**config.mk**
```make
export PLATFORM = sky130hd
export DESIGN_NAME = dual_dac_chain_command_framer
export DESIGN_NICKNAME = d
export VERILOG_FILES = /design/src/design/ddcf_pkg.sv /design/src/design/ddcf_front.sv /design/src/design/ddcf_queue.sv /design/src/design/ddcf_back.sv /design/src/design/dual_dac_chain_command_framer.sv
export SDC_FILE = /design/constraint.sdc
export NUM_CORES = 1
export LEC_CHECK = 0
export ABC_AREA = 1
export BUFFER_PORTS_ARGS = -buffer_cell sky130_fd_sc_hd__buf_2
export CAP_MARGIN = 20
export CORE_MARGIN = 2
export CORE_UTILIZATION = 40
export CTS_CLUSTER_SIZE = 8
export DETAILED_ROUTE_END_ITERATION = 12
export PLACE_DENSITY = 0.68
export SKIP_LAST_GASP = 1
export SYNTH_ARGS = -nofsm -noshare
export SYNTH_HDL_FRONTEND = slang
export SYNTH_SLANG_ARGS = --single-unit
```
**constraint.sdc**
```tcl
create_clock -name clk -period 5.3 [get_ports clk]
set_input_delay 0.265 -clock clk [delete_from_list [all_inputs] [get_ports clk]]
set_output_delay 0.265 -clock clk [all_outputs]
set_load 0.05 [all_outputs]
```
**src/design/ddcf_pkg.sv**
```systemverilog
// Shared types, codes and frame helpers for the dual DAC chain command framer.
// No dependencies; every other design file imports this package.
`default_nettype none

package ddcf_pkg;

  // DAC resolution; frames carry the code left-justified in 16 bits
  localparam int CODE_BITS = 12;

  localparam int MV_W    = 16;
  localparam int REF_W   = 13;
  localparam int GAIN_W  = 2;
  localparam int FS_W    = REF_W + GAIN_W;
  localparam int PROD_W  = MV_W + CODE_BITS + 1;
  localparam int DIV_CNT_W = $clog2(CODE_BITS);
  localparam int FRAME_W = 24;
  localparam int WORD_W  = 48;
  localparam int BITS_W  = 6;

  localparam logic [CODE_BITS-1:0] MAX_CODE = '1;

  // configuration port
  localparam int CFG_IDX_W = 2;
  localparam logic [CFG_IDX_W-1:0] REG_REF  = 2'd0;
  localparam logic [CFG_IDX_W-1:0] REG_GAIN = 2'd1;
  localparam logic [REF_W-1:0]  REF_RESET  = 13'd2500;
  localparam logic [GAIN_W-1:0] GAIN_RESET = 2'd1;

  // command queue
  localparam int QUEUE_DEPTH = 4;
  localparam int Q_PTR_W = $clog2(QUEUE_DEPTH);
  localparam int Q_CNT_W = Q_PTR_W + 1;

  // actions
  localparam logic [2:0] ACT_WRITE        = 3'd0;
  localparam logic [2:0] ACT_UPDATE       = 3'd1;
  localparam logic [2:0] ACT_WRITE_UPDATE = 3'd2;
  localparam logic [2:0] ACT_SET_MV       = 3'd3;
  localparam logic [2:0] ACT_SET_BOTH     = 3'd4;
  localparam logic [2:0] ACT_POWER        = 3'd5;
  localparam logic [2:0] ACT_RESET        = 3'd6;
  localparam logic [2:0] ACT_CHAIN        = 3'd7;

  // device select
  localparam logic [1:0] DEV_NEAR    = 2'd0;
  localparam logic [1:0] DEV_FAR     = 2'd1;
  localparam logic [1:0] DEV_BOTH    = 2'd2;
  localparam logic [1:0] DEV_INVALID = 2'd3;

  // channel nibbles
  localparam logic [3:0] CH_A    = 4'h1;
  localparam logic [3:0] CH_B    = 4'h8;
  localparam logic [3:0] CH_BOTH = 4'h9;

  // DAC command nibbles
  localparam logic [3:0] OP_WRITE        = 4'h1;
  localparam logic [3:0] OP_UPDATE       = 4'h2;
  localparam logic [3:0] OP_WRITE_UPDATE = 4'h3;
  localparam logic [3:0] OP_POWER        = 4'h4;
  localparam logic [3:0] OP_RESET        = 4'h6;
  localparam logic [3:0] OP_CHAIN        = 4'h8;
  localparam logic [3:0] OP_NOP          = 4'hF;

  localparam logic [FRAME_W-1:0] NOP_FRAME      = {OP_NOP, 20'h00000};
  localparam logic [FRAME_W-1:0] CHAIN_ON_FRAME = {OP_CHAIN, 20'h00001};
  localparam logic [FRAME_W-1:0] RESET_FRAME    = {OP_RESET, 20'h00001};

  localparam logic [BITS_W-1:0] BITS_NONE  = 6'd0;
  localparam logic [BITS_W-1:0] BITS_SHORT = 6'd24;
  localparam logic [BITS_W-1:0] BITS_LONG  = 6'd48;

  // result index within one command
  localparam logic [1:0] STEP_FIRST  = 2'd0;
  localparam logic [1:0] STEP_SECOND = 2'd1;

  typedef struct packed {
    logic                 err;
    logic [2:0]           act;
    logic [1:0]           dev;
    logic [3:0]           ch;
    logic [CODE_BITS-1:0] code;
    logic [MV_W-1:0]      mv;
    logic [MV_W-1:0]      mvb;
    logic [1:0]           pa;
    logic [1:0]           pb;
  } job_t;

  function automatic logic [FRAME_W-1:0] dac_frame(input logic [3:0] op,
                                                   input logic [3:0] ch,
                                                   input logic [CODE_BITS-1:0] code);
    logic [15:0] c;
    c = 16'(code) << (16 - CODE_BITS);
    return {op, ch, c};
  endfunction

  // far frame goes out first; an unselected device gets a no-op
  function automatic logic [WORD_W-1:0] chain_word(input logic [1:0] dev,
                                                   input logic [FRAME_W-1:0] frame);
    logic [FRAME_W-1:0] near_f;
    logic [FRAME_W-1:0] far_f;
    near_f = (dev == DEV_FAR)  ? NOP_FRAME : frame;
    far_f  = (dev == DEV_NEAR) ? NOP_FRAME : frame;
    return {far_f, near_f};
  endfunction

  function automatic logic [FRAME_W-1:0] power_frame(input logic [1:0] pa,
                                                     input logic [1:0] pb);
    return {OP_POWER, 12'h000, pb, 4'hF, pa};
  endfunction

endpackage

`default_nettype wire

```
**src/design/ddcf_front.sv**
```systemverilog
// Front end: takes commands and checks device and channel before queueing.
// Depends on ddcf_pkg.
`default_nettype none

module ddcf_front
  import ddcf_pkg::*;
(
  input  wire logic                 start,
  input  wire logic                 q_full,
  input  wire logic [2:0]           action,
  input  wire logic [1:0]           device_select,
  input  wire logic [3:0]           channel,
  input  wire logic [CODE_BITS-1:0] code,
  input  wire logic [MV_W-1:0]      millivolts,
  input  wire logic [MV_W-1:0]      millivolts_b,
  input  wire logic [1:0]           power_mode_a,
  input  wire logic [1:0]           power_mode_b,
  output      logic                 push,
  output      job_t                 job
);

  logic ch_ok;
  logic needs_ch;

  assign ch_ok    = (channel == CH_A) || (channel == CH_B) || (channel == CH_BOTH);
  assign needs_ch = (action == ACT_WRITE) || (action == ACT_UPDATE) ||
                    (action == ACT_WRITE_UPDATE) || (action == ACT_SET_MV);

  assign push = start && !q_full;

  always_comb begin
    job.err  = (action != ACT_CHAIN) &&
               ((device_select == DEV_INVALID) || (needs_ch && !ch_ok));
    job.act  = action;
    job.dev  = device_select;
    job.ch   = channel;
    job.code = code;
    job.mv   = millivolts;
    job.mvb  = millivolts_b;
    job.pa   = power_mode_a;
    job.pb   = power_mode_b;
  end

endmodule

`default_nettype wire

```
**src/design/ddcf_queue.sv**
```systemverilog
// Short command queue between front end and sequencer.
// Depends on ddcf_pkg.
`default_nettype none

module ddcf_queue
  import ddcf_pkg::*;
(
  input  wire logic clk,
  input  wire logic rst,
  input  wire logic push,
  input  wire job_t push_data,
  input  wire logic pop,
  output      logic full,
  output      logic empty,
  output      job_t head
);

  job_t               slots [QUEUE_DEPTH];
  logic [Q_PTR_W-1:0] wr_ptr;
  logic [Q_PTR_W-1:0] rd_ptr;
  logic [Q_CNT_W-1:0] count;

  assign full  = (count == Q_CNT_W'(QUEUE_DEPTH));
  assign empty = (count == '0);
  assign head  = slots[rd_ptr];

  always_ff @(posedge clk) begin
    if (rst) begin
      wr_ptr <= '0;
      rd_ptr <= '0;
      count  <= '0;
    end else begin
      if (push) begin
        wr_ptr <= wr_ptr + 1'b1;
      end
      if (pop) begin
        rd_ptr <= rd_ptr + 1'b1;
      end
      case ({push, pop})
        2'b10:   count <= count + 1'b1;
        2'b01:   count <= count - 1'b1;
        default: count <= count;
      endcase
    end
  end

  always_ff @(posedge clk) begin
    if (push) begin
      slots[wr_ptr] <= push_data;
    end
  end

endmodule

`default_nettype wire

```
**src/design/ddcf_back.sv**
```systemverilog
// Back end: walks each queued command through its transfers, converting
// millivolts with a multiply and a restoring divider. Depends on ddcf_pkg.
`default_nettype none

module ddcf_back
  import ddcf_pkg::*;
(
  input  wire logic              clk,
  input  wire logic              rst,
  input  wire logic              q_empty,
  input  wire job_t              q_head,
  input  wire logic [REF_W-1:0]  reference_millivolts,
  input  wire logic [GAIN_W-1:0] output_gain,
  output      logic              pop,
  output      logic              strobe,
  output      logic [WORD_W-1:0] shift_word,
  output      logic [BITS_W-1:0] bit_count,
  output      logic              status,
  output      logic              last
);

  typedef enum logic [4:0] {
    S_IDLE     = 5'b00001,
    S_DISPATCH = 5'b00010,
    S_MUL      = 5'b00100,
    S_DIV      = 5'b01000,
    S_EMIT     = 5'b10000
  } state_t;

  state_t                 state;
  job_t                   job;
  logic [1:0]             step;
  logic [FS_W-1:0]        fs_r;
  logic [FS_W-1:0]        rem;
  logic [CODE_BITS-1:0]   quo;
  logic [DIV_CNT_W-1:0]   cnt;
  logic                   fs_zero;
  logic                   sat;

  logic                   need_conv;
  logic [MV_W-1:0]        mv_sel;
  logic [FS_W-1:0]        fs;
  logic [PROD_W-1:0]      prod;
  logic [FS_W:0]          shifted;
  logic [FS_W:0]          diff;
  logic                   q_bit;
  logic [FS_W-1:0]        rem_next;
  logic [CODE_BITS-1:0]   conv_code;

  logic [WORD_W-1:0]      res_word;
  logic [BITS_W-1:0]      res_bits;
  logic                   res_status;
  logic                   res_last;

  assign pop = (state == S_IDLE) && !q_empty;

  assign need_conv = !job.err &&
                     (((job.act == ACT_SET_MV) && (step == STEP_FIRST)) ||
                      ((job.act == ACT_SET_BOTH) &&
                       ((step == STEP_FIRST) || (step == STEP_SECOND))));

  // full scale and rounded numerator mv*MAX + fs/2
  assign mv_sel = (step == STEP_SECOND) ? job.mvb : job.mv;
  assign fs     = FS_W'(reference_millivolts) * FS_W'(output_gain);
  assign prod   = PROD_W'(mv_sel) * PROD_W'(MAX_CODE) + PROD_W'(fs[FS_W-1:1]);

  // one quotient bit per cycle; remainder stays below fs
  assign shifted  = {rem, quo[CODE_BITS-1]};
  assign diff     = shifted - {1'b0, fs_r};
  assign q_bit    = (shifted >= {1'b0, fs_r});
  assign rem_next = q_bit ? diff[FS_W-1:0] : shifted[FS_W-1:0];

  assign conv_code = fs_zero ? '0 : (sat ? MAX_CODE : quo);

  always_comb begin
    res_word   = '0;
    res_bits   = BITS_LONG;
    res_status = 1'b0;
    res_last   = 1'b1;
    if (job.err) begin
      res_bits   = BITS_NONE;
      res_status = 1'b1;
    end else begin
      case (job.act)
        ACT_WRITE:        res_word = chain_word(job.dev, dac_frame(OP_WRITE, job.ch, job.code));
        ACT_UPDATE:       res_word = chain_word(job.dev, dac_frame(OP_UPDATE, job.ch, '0));
        ACT_WRITE_UPDATE: begin
          res_word = chain_word(job.dev, dac_frame(OP_WRITE_UPDATE, job.ch, job.code));
        end
        ACT_SET_MV: begin
          res_word = chain_word(job.dev, dac_frame(OP_WRITE_UPDATE, job.ch, conv_code));
        end
        ACT_SET_BOTH: begin
          if (step == STEP_FIRST) begin
            res_word = chain_word(job.dev, dac_frame(OP_WRITE, CH_A, conv_code));
            res_last = 1'b0;
          end else if (step == STEP_SECOND) begin
            res_word = chain_word(job.dev, dac_frame(OP_WRITE, CH_B, conv_code));
            res_last = 1'b0;
          end else begin
            res_word = chain_word(job.dev, dac_frame(OP_UPDATE, CH_BOTH, '0));
          end
        end
        ACT_POWER:        res_word = chain_word(job.dev, power_frame(job.pa, job.pb));
        ACT_RESET: begin
          if (step == STEP_FIRST) begin
            res_word = chain_word(job.dev, RESET_FRAME);
            res_last = (job.dev == DEV_FAR);
          end else begin
            res_word = WORD_W'(CHAIN_ON_FRAME);
            res_bits = BITS_SHORT;
          end
        end
        ACT_CHAIN: begin
          if (step == STEP_FIRST) begin
            res_word = WORD_W'(CHAIN_ON_FRAME);
            res_bits = BITS_SHORT;
            res_last = 1'b0;
          end else begin
            res_word = chain_word(DEV_BOTH, NOP_FRAME);
          end
        end
        default: begin
          res_bits   = BITS_NONE;
          res_status = 1'b1;
        end
      endcase
    end
  end

  always_ff @(posedge clk) begin
    if (rst) begin
      state  <= S_IDLE;
      strobe <= 1'b0;
    end else begin
      strobe <= 1'b0;
      case (state)
        S_IDLE: begin
          if (!q_empty) begin
            job   <= q_head;
            step  <= STEP_FIRST;
            state <= S_DISPATCH;
          end
        end
        S_DISPATCH: begin
          state <= need_conv ? S_MUL : S_EMIT;
        end
        S_MUL: begin
          fs_r    <= fs;
          fs_zero <= (fs == '0);
          sat     <= (mv_sel >= MV_W'(fs));
          rem     <= prod[FS_W+CODE_BITS-1:CODE_BITS];
          quo     <= prod[CODE_BITS-1:0];
          cnt     <= '0;
          state   <= S_DIV;
        end
        S_DIV: begin
          rem <= rem_next;
          quo <= {quo[CODE_BITS-2:0], q_bit};
          cnt <= cnt + 1'b1;
          if (cnt == DIV_CNT_W'(CODE_BITS - 1)) begin
            state <= S_EMIT;
          end
        end
        S_EMIT: begin
          strobe     <= 1'b1;
          shift_word <= res_word;
          bit_count  <= res_bits;
          status     <= res_status;
          last       <= res_last;
          if (res_last) begin
            state <= S_IDLE;
          end else begin
            step  <= step + 1'b1;
            state <= S_DISPATCH;
          end
        end
        default: state <= S_IDLE;
      endcase
    end
  end

endmodule

`default_nettype wire

```
**src/design/dual_dac_chain_command_framer.sv**
```systemverilog
// Top level of the dual DAC chain command framer: config registers, front end,
// command queue and transfer sequencer. Depends on ddcf_pkg and the ddcf_* modules.
//
// Usage:
//   Commands enter on start while busy is low; busy is high only when the
//   four-entry command queue is full. Each command yields one to three
//   transfer results, each shown for one cycle with strobe high and last
//   marking the final one of the command. The receiver cannot stall.
//   Registers are written over cfg_valid/cfg_ready (always ready) with
//   cfg_index 0 = reference millivolts, 1 = output gain.
// Sequence:
//   A taken command is queued, then popped by the sequencer, which goes
//   from dispatch straight to emit for raw-code actions, and through one
//   multiply state and a 12-step restoring divider for millivolt actions.
//   Each further result passes back through dispatch, and the divider too
//   if it needs a conversion. The sequencer sets the rate; set-both is longest.
// Reset:
//   Queue emptied, sequencer idle, reference 2500 mV, gain 1.
`default_nettype none

module dual_dac_chain_command_framer
  import ddcf_pkg::*;
(
  input  wire logic                 clk,
  input  wire logic                 rst,
  input  wire logic                 start,
  output      logic                 busy,
  input  wire logic [2:0]           action,
  input  wire logic [1:0]           device_select,
  input  wire logic [3:0]           channel,
  input  wire logic [CODE_BITS-1:0] code,
  input  wire logic [MV_W-1:0]      millivolts,
  input  wire logic [MV_W-1:0]      millivolts_b,
  input  wire logic [1:0]           power_mode_a,
  input  wire logic [1:0]           power_mode_b,
  input  wire logic                 cfg_valid,
  output      logic                 cfg_ready,
  input  wire logic [CFG_IDX_W-1:0] cfg_index,
  input  wire logic [REF_W-1:0]     cfg_data,
  output      logic                 strobe,
  output      logic [WORD_W-1:0]    shift_word,
  output      logic [BITS_W-1:0]    bit_count,
  output      logic                 status,
  output      logic                 last
);

  logic              reference_millivolts;
  logic [REF_W-1:0]  ref_mv;
  logic [GAIN_W-1:0] output_gain;
  logic              q_full;
  logic              q_empty;
  logic              push;
  logic              pop;
  job_t              job;
  job_t              q_head;

  assign cfg_ready = 1'b1;
  assign busy      = q_full;
  // reference_millivolts is a single-bit write select; ref_mv holds the reference register
  assign reference_millivolts = cfg_valid && (cfg_index == REG_REF);

  always_ff @(posedge clk) begin
    if (rst) begin
      ref_mv      <= REF_RESET;
      output_gain <= GAIN_RESET;
    end else if (cfg_valid && cfg_ready) begin
      if (reference_millivolts) begin
        ref_mv <= cfg_data;
      end else if (cfg_index == REG_GAIN) begin
        output_gain <= cfg_data[GAIN_W-1:0];
      end
    end
  end

  ddcf_front u_front (
    .start         (start),
    .q_full        (q_full),
    .action        (action),
    .device_select (device_select),
    .channel       (channel),
    .code          (code),
    .millivolts    (millivolts),
    .millivolts_b  (millivolts_b),
    .power_mode_a  (power_mode_a),
    .power_mode_b  (power_mode_b),
    .push          (push),
    .job           (job)
  );

  ddcf_queue u_queue (
    .clk       (clk),
    .rst       (rst),
    .push      (push),
    .push_data (job),
    .pop       (pop),
    .full      (q_full),
    .empty     (q_empty),
    .head      (q_head)
  );

  ddcf_back u_back (
    .clk                  (clk),
    .rst                  (rst),
    .q_empty              (q_empty),
    .q_head               (q_head),
    .reference_millivolts (ref_mv),
    .output_gain          (output_gain),
    .pop                  (pop),
    .strobe               (strobe),
    .shift_word           (shift_word),
    .bit_count            (bit_count),
    .status               (status),
    .last                 (last)
  );

endmodule

`default_nettype wire

```
# After elaboration in Yosys (flattened, before gate mapping)
# Memory sizes are Yosys's and may differ from the RTL's. A register that Yosys moved wholly into a read port is not among the register bits.
# Index checks and enable logic that the tools add are counted.
# op_classes
n_addsub,8
mul,2
magnitude_cmp,2
eq_ne,30
muxes,52
n_bitwise,3
n_reduce_logical,38
# ops
cell,count
$mux 24,18
$pmux 48 s8,1
$mux 48,4
$ge 16x15->1,2
$pmux 15 s2,1
$add 27x14->27,1
$mul 16x12->27 const B,1
$pmux 5 s5,1
$mux 12,2
$pmux 12 s2,1
$mux 16,1
$eq 3x3->1 const B,5
$logic_not 15->1,1
$mul 13x2->15,1
$mux 15,1
$mux 5,3
$sub 15x15->15,1
$eq 3x2->1 const B,4
$eq 4x4->1 const B,3
$mux 6,2
$pmux 6 s2,1
$reduce_and 2->1,5
$logic_not 3->1,3
$mux 1,9
29 further kinds,63
# word_totals
reg_bits,134
ram_bits,232
in_bits,76
out_inout_bits,59
word_cells,154
n_memories,1
# memory_table
name,depth,width,rd,rd_clocked_by_memory_dff,wr,line_no,rtl
u_queue.slots,4,58,1,1,1,ddcf_queue.sv:18,job_t slots [QUEUE_DEPTH];

# Depth between registers and ports, before layout
# Gate-level depths: netlist (run 1).
# depth
depth_word,7
ltp_mapped,33

# Hierarchy
# A second synthesis (run 1) with hierarchy kept.
# hier_totals
cells_unflattened,2477
hier_area_um2,24329.6
# by_module_without_submodules
module,n_inst,cells_per_inst,area_each_um2,seq_area_each_um2
ddcf_back,1,1697,14071.0,4894.7
ddcf_queue,1,619,9115.0,7146.9
dual_dac_chain_command_framer,1,90,661.9,300.3
ddcf_front,1,71,481.7,0.0

# Worst setup path after synthesis (run 1)
# No wires, ideal clock.
# synth_timing
kind,flip-flop to flip-flop
from,register u_back.step[1]
to,register u_back.rem[10] (data pin)
t_arrival_ns,5.579
setup_slack_ns,-0.532
path_stages_with_launch,28
path_buffers,2
period_less_slack_ns,5.832
cell_sequence,edfxtp_1 -> inv_1 -> ha_1 -> buf_2 -> inv_1 -> clkbuf_1 -> or2_2 -> o21ai_0 -> inv_1 -> fa_1 -> inv_1 -> fa_1 -> fa_1 -> inv_1 -> fa_1 -> inv_1 -> fa_1 -> inv_1 -> ha_1 -> nand2_1 -> nor2_1 -> inv_1 -> nor2_1 -> nand4_1 -> nand3_1 -> nand2_1 -> nand3_1 -> nand2_1
# synth_between
elab_chain_len,5
# synth_rtl
element,line_no,rtl
"start, declared",ddcf_back.sv:32,logic [1:0] step;
"start signal, assigned",ddcf_back.sv:174,step <= step + 1'b1;
$eq 2x1->1,ddcf_back.sv:63,assign mv_sel = (step == STEP_SECOND) ? job.mvb : job.mv;
$mux 16,ddcf_back.sv:63,
$mul 16x12->27,ddcf_back.sv:65,assign prod = PROD_W'(mv_sel) * PROD_W'(MAX_CODE) + PROD_W'(fs[FS_W-1:1]);
$add 27x14->27,ddcf_back.sv:65,
$pmux 15 s2,ddcf_back.sv:137,case (state)
"end signal, assigned",ddcf_back.sv:152,rem <= prod[FS_W+CODE_BITS-1:CODE_BITS];
"end signal, assigned",ddcf_back.sv:158,rem <= rem_next;
"end, declared",ddcf_back.sv:34,logic [FS_W-1:0] rem;
# Every way passes these cells.
# A chain may end at the register's enable or synchronous reset.

# Worst setup path after layout (run 1)
# layout_timing
from,register u_back.step[1]
to,register u_back.rem[9] (data pin)
# The elaborated chain is that of the path after synthesis.

==> results of run 1 <==
[what timing repair did]
item / 4_1_cts / 5_1_grt
gates resized for setup: 69 / 92
pin swaps: 23 / 53
hold buffers: 71 / 0
endpoints found under the hold margin: 243 / 0
buffers inserted: 13 / 17
setup endpoints to repair: 20 / 20
gates cloned: 0 / 1
[kinds of logic after synthesis]
family | count (synthesis) | share of synthesized area (%)
xor gates and xnor gates | 18 | 0.677
DFF | 419 | 52.8
buffers and inverters | 472 | 7.88
AOI/OAI and AO/OA | 338 | 7.75
and+or+nand+nor | 833 | 14.9
adders and majority gates | 228 | 15.9
other | 2 | 0.0322
[synthesized netlist by cell type (8+ instances only)]
| cell type | n | share of area, % |
|---|---|---|
| dfxtp_1 | 28 | 2.4 |
| nand3_1 | 96 | 2.1 |
| xor2_1 | 8 | 0.30 |
| nand4_1 | 20 | 0.54 |
| o22ai_1 | 58 | 1.6 |
| or2_2 | 13 | 0.35 |
| nor2_1 | 262 | 4.2 |
| edfxtp_1 | 391 | 50 |
| ha_1 | 114 | 6.1 |
| clkbuf_1 | 43 | 0.69 |
| nor3_1 | 21 | 0.45 |
| xnor2_1 | 10 | 0.38 |
| o21ai_0 | 193 | 4.1 |
| fa_1 | 114 | 9.8 |
| nand2_1 | 389 | 6.3 |
| a21oi_1 | 68 | 1.5 |
| nand3b_1 | 14 | 0.45 |
| inv_1 | 400 | 6.4 |
| buf_4 | 9 | 0.29 |
| buf_2 | 11 | 0.24 |
[stage by stage]
| stage | hold slack, ns | utilization (%) | instances | cell area, sq um |
|---|---|---|---|---|
| after floorplan | 0.342 | - | 2312 | 23600 |
| after global placement | 0.470 | 45.8 | 3323 | 26400 |
| after detailed placement | 0.479 | 45.8 | 3323 | 26400 |
| after CTS | 0.0120 | 50.5 | 3490 | 29100 |
| after global routing | 0.0339 | 51.3 | 3511 | 29600 |
| final | 0.0368 | 51.3 | 3511 | 29600 |
[worst max-delay path, delay by kind of cell, from the launching register on]
kind / cells / cell delay [ns]
flip-flops: 1 / 0.40
buffers and inverters: 8 / 0.72
adder cells (fa/ha/maj): 7 / 3.22
AND/OR/NAND/NOR: 6 / 0.59
AO/OA/AOI/OAI: 2 / 0.30
[flip-flops by register name, indices dropped and copies added (netlist names), 3 cells and up]
register and count:
u_back.quo 12, u_back.fs_r 15, u_back.bit_count 3, u_back.rem 15
u_queue.count 3, u_back.state 5, u_back.cnt 4, u_back.job 58
ref_mv 13, u_queue.slots 232, u_back.shift_word 46
[layer usage]
layer | vias up | share of wire [%] | wire [microns]
li1 | 8450 | - | -
met1 | 8607 | 44 | 27600
met2 | 484 | 48 | 30300
met3 | 88 | 5.1 | 3220
met4 | 0 | 2.3 | 1460
met5 | - | 0 | 0
[area by class of cell]
cell class	count	area (sq um)
repair inverters	1	6.26
clock buffers	79	1590
fillers	5079	28000
well taps	765	957
flip-flops and latches	419	12300
clock inverters	4	63.8
inverters	405	1540
repair buffers	415	3060
multi-input cells	1421	10000
diodes	2	5.00
[path summary, 6_finish.rpt]
kind,cells past startpoint,slack (ns),endpoint
max,23,-0.20,u_back.rem[9]$_DFFE_PP_
min,4,0.04,output_gain[1]$_SDFFE_PP0P_
max reg2reg,23,-0.20,u_back.rem[9]$_DFFE_PP_
min reg2reg,2,0.50,ref_mv[2]$_SDFFE_PP1P_
==> results.md, run 1 <==
* Status: complete, but fails checks
* Violated checks: negative setup slack
* Fmax at 182 MHz
* Routability cong. at 0.944
* RSZ-0062 raised after global routing: yes
* Die Wd at 245 microns
* Initial antenna violation count at 2
* Worst path most repeated cell: inv_1
* HP Start: cfg_index[0]
* Async S/R FF share, synth at 0%
* CTS tree: built
* Clock Path Buffers at 3
* Tightest Pin Transition at 0.927 ns
* Setup WS post-layout at -0.200 ns
* Max cap viols at 0
* Busiest metal layer after global routing: met2
* Nets at 3026
* Clock period minus final worst setup slack at 5.50 ns
* Period utilization at 104%
* Gate Count Post-Synth at 2310
* First-pass GRT wire length at 96700 microns
* Setup-failing EPs final at 17
* Placement Setup Slack at -0.387 ns
* Crit Path Category: flip-flop to flip-flop
* DRT Pass-1 Iters at 6
* Clock Tree Root: clkbuf_16
* # DRC at 0
* First DRT Iteration DRCs at 1278
* Rows at 88
* Overall Global Routing Usage at 20.7%
* TritonCTS sink count at 419
* I/O pins at 135
* Share of layout cells above drive strength 1 at 22.6%
* DR WL/cell at 17.8 microns
* H-tree depth at 2
* Largest net degree at the start of global routing at 118
* WL final at 62500 microns
* Crit-path max cell delay at 0.61 ns
* Clock Latency Late Sink at 0.61 ns
* Worst-path clk slew at 0.05 ns
* Max-slew violation count at 0
* TritonCTS buffer count at 59
* Clk_skew at 0.0357 ns
* Grt total ovfl at 0
* WP data required at 5.64 ns
* Total die area at 60200 sq um
* M3 GR Usage at 2.89%
* Rel. slew slack at 38.2%
* CP Launch Type: flip-flop
* Die Y at 245 microns
* Worst hold path type: input port to flip-flop
* Initial Utilization at 40.4%
* Commonest non-fill, non-tap cell in the layout: edfxtp_1
* Crit path DAT at 5.84 ns
* Crit path from: u_back.step[1]$_SDFFCE_PN0P_
* Most frequent cells in the layout: edfxtp_1 (391), inv_1 (359), nand2_1 (354)
* Vias in the first global route at 17700
* Post-synth EDFFs at 391
* Largest fanout on the critical path at 10
* Yosys cell types at 42
* Grt met2 use at 34.6%
* Ys flop type: edfxtp_1
* Warnings, synthesis at 0
* GRT met1 Usage at 28.2%
* Core area at 57600 sq um
* Critical path cell sequence: inv_2 > ha_4 > buf_12 > nand2_1 > o21ai_2 > inv_1 > fa_2 > inv_1 > fa_1 > fa_1 > inv_1 > fa_1 > fa_1 > inv_1 > ha_4 > nand2_1 > inv_1 > nand2_2 > inv_1 > a21oi_2 > nand3b_1 > nand3_1 > nand2_1
* Number of I/O port buffers at 130
* Setup TNS at -2.07 ns
* Via count at 17600
* Register area share after synthesis at 52.8%
* Critical R2R Launch: u_back.step[1]$_SDFFCE_PN0P_
* CP max-delay cell: fa_2
* Area Growth Syn to Fin at 26.9%
* Routed Antenna Nets at 0
* Vias/cell at 5.02
* CP endpoint kind: flip-flop
* Avg Synthesized Cell Area at 10.1 sq um
* Flip-flop and latch count after synthesis at 419
* Cell Area, Synth at 23300 sq um
* Hpwl dp at 45800 microns
* Final hold violation count at 0
Power of run 1 is left out: the tool's default activity adds up to more than one toggle a clock period on the data nets, which glitch-free logic cannot reach.
==> run 2: changes to the inputs <==
- TNS_END_PERCENT: unset -> 30
==> run 2 against run 1 <==
Effect of this change:
- the run still ends with negative setup slack left
- critical path depth unchanged
- worst setup slack got worse by 0.051 ns
- count of clock-buffer cells in the layout unchanged
==> results.md, run 2 (synthesized netlist as in run 1, its figures left out) <==
* Worst-path clk slew at 0.05 ns (about the same)
* Cell area after layout at 29300 sq um (-0.78%)
* Initial Utilization at 40.4% (unchanged)
* Register name with the most flops: u_queue.slots
* Largest fanout on the critical path at 6 (-4)
* Setup WS post-layout at -0.251 ns (-0.0509 ns)
* Final hold violation count at 0 (unchanged)
* Flop2flop setup slack at -0.25 ns (-0.05 ns)
* CP delay by family, top: adder cells
* # DRC at 0 (unchanged)
* CP max-delay cell: fa_1
* H-tree depth at 2 (unchanged)
* CTS tree: built
* Top flop regs: u_queue.slots x232, u_back.job x58, u_back.shift_word x46
* Number of I/O port buffers at 130 (unchanged)
* Share of layout cells above drive strength 1 at 21.2% (-1.4 points)
* Overall Global Routing Usage at 20.7% (-0.048 points)
* R2R depth at 23 (unchanged)
* Largest net degree at the start of global routing at 118 (unchanged)
* Die Y at 245 microns (unchanged)
* Hold path cells at 4 (unchanged)
* Area Growth Syn to Fin at 26.0%
* Total die area at 60200 sq um (unchanged)
* Nets at 3018 (-0.26%)
* Largest register FFs at 232 (unchanged)
* Max cap viols at 0 (unchanged)
* Clk_skew at 0.0384 ns (+0.00264 ns)
* Period utilization at 105% (+0.96 points)
* First DRT Iteration DRCs at 1379 (+7.9%)
* WL final at 62300 microns (-0.30%)
* DR WL/cell at 17.8 microns (about the same)
* Final Hold Slack at 0.0412 ns (+0.00439 ns)
* I/O pins at 135 (unchanged)
* CP bufs+invs at 7 (-1)
* Routed Antenna Nets at 0 (unchanged)
* Worst hold path type: input port to flip-flop
* Rows at 88 (unchanged)
* Core area at 57600 sq um (unchanged)
* Initial antenna violation count at 2 (unchanged)
* Placed cell area at 26400 sq um (unchanged)
* TritonCTS sink count at 419 (unchanged)
* Violated checks: negative setup slack
* Routability cong. at 0.944 (unchanged)
* RSZ-0062 raised after global routing: yes
* Critical path cell sequence: inv_2 > ha_4 > inv_4 > or2_2 > o21ai_4 > fa_1 > buf_6 > fa_1 > inv_1 > fa_1 > fa_1 > inv_1 > fa_1 > inv_1 > ha_4 > a21oi_4 > inv_1 > nand2_1 > nand2_1 > a21oi_2 > nand3b_1 > nand3_1 > nand2_1
* Most frequent cells in the layout: edfxtp_1 (391), inv_1 (367), nand2_1 (358)
* Status: complete, but fails checks
* Clock Latency Late Sink at 0.61 ns (about the same)
* Max-slew violation count at 0 (unchanged)
* Setup-failing EPs final at 19 (+2)
* DRT Pass-1 Iters at 5 (-1)
* CP endpoint kind: flip-flop
* Crit path from: u_back.step[1]$_SDFFCE_PN0P_
* Grt total ovfl at 0 (unchanged)
* Fmax at 180 MHz (-0.92%)
* Crit Path Category: flip-flop to flip-flop
* Vias in the first global route at 17700 (-0.085%)
* Rel. slew slack at 37.3% (-0.95 points)
* Clock period minus final worst setup slack at 5.55 ns (+0.0509 ns)
* Clock Path Buffers at 3 (unchanged)
* CP Launch Type: flip-flop
* WP data required at 5.63 ns (about the same)
* First-pass GRT wire length at 96400 microns (-0.23%)
* Commonest non-fill, non-tap cell in the layout: edfxtp_1
* Critical path depth at 23 (unchanged)
* Clock Tree Root: clkbuf_16
* Worst R2R End: u_back.rem[9]$_DFFE_PP_
* Die Wd at 245 microns (unchanged)
* TritonCTS buffer count at 59 (unchanged)
* Vias/cell at 5.03 (+0.15%)
* Hpwl dp at 45800 microns (unchanged)
* Crit path DAT at 5.88 ns (+0.04 ns)
* Via count at 17600 (-0.074%)
* Setup TNS at -2.87 ns (-0.797 ns)
* Critical R2R Launch: u_back.step[1]$_SDFFCE_PN0P_
* Crit-path max cell delay at 0.54 ns (-0.07 ns)
* Worst Setup EP: u_back.rem[9]$_DFFE_PP_
* Tightest Pin Transition at 0.941 ns (+0.0142 ns)
* Worst path most repeated cell: fa_1
## run 2: cell count changes in the layout (fill, tap and decap cells not counted), sizes merged
cell  before  now
buf      344  336
## run 2: worst min-delay path: cells and delay by family
family / cells / cell delay, ns
compound gates: 1 / 0.06
buf+inv: 1 / 0.09
simple gates: 2 / 0.16
## run 2: how the worst min path moves through the flow
stage	end	from	slack, ns
after floorplan	u_back.state[2]$_SDFFE_PP0P_	rst	0.34
after global placement	u_queue.count[0]$_SDFFE_PP0P_	u_queue.count[0]$_SDFFE_PP0P_	0.47
after detailed placement	u_queue.slots[0][32]$_DFFE_PP_	millivolts[12]	0.48
after CTS	output_gain[1]$_SDFFE_PP0P_	cfg_index[0]	0.01
after global routing	output_gain[1]$_SDFFE_PP0P_	cfg_index[0]	0.03
final	output_gain[1]$_SDFFE_PP0P_	cfg_index[0]	0.04
## run 2: per-layer routing
layer	track usage (%)	routed length [microns]	up-vias
met5	0	0	-
met4	6.01	1540	0
met3	2.91	3270	89
met2	34.5	30100	443
met1	28.1	27500	8640
li1	-	-	8444
## run 2: metrics by stage
stage	std cells	utilization (%)	setup WS, ns
floorplan	2312	-	-0.00745
global placement	3323	45.8	-0.428
detailed placement	3323	45.8	-0.387
CTS	3486	50.2	-0.214
global route	3503	50.9	-0.458
finish	3503	50.9	-0.251
## run 2: cell type report
class	count	area [sq um]
antenna	2	5.00
clock buffer	79	1590
clock inverter	4	63.8
fill	5114	28200
inverter	405	1540
multi-input combinational	1421	9870
sequential	419	12300
tap	765	957
timing repair buffer	407	2990
timing repair inverter	1	6.26
## run 2: timing repair
| item | 4_1_cts | 5_1_grt |
|---|---|---|
| setup buffers | 9 | 13 |
| hold buffers | 71 | 0 |
| gates resized for setup | 41 | 77 |
| hold endpoints to repair | 243 | 0 |
| cloned | 0 | 1 |
| pin swaps | 17 | 59 |
| setup endpoints to repair | 20 | 20 |
Power of run 2 is left out for the same reason.
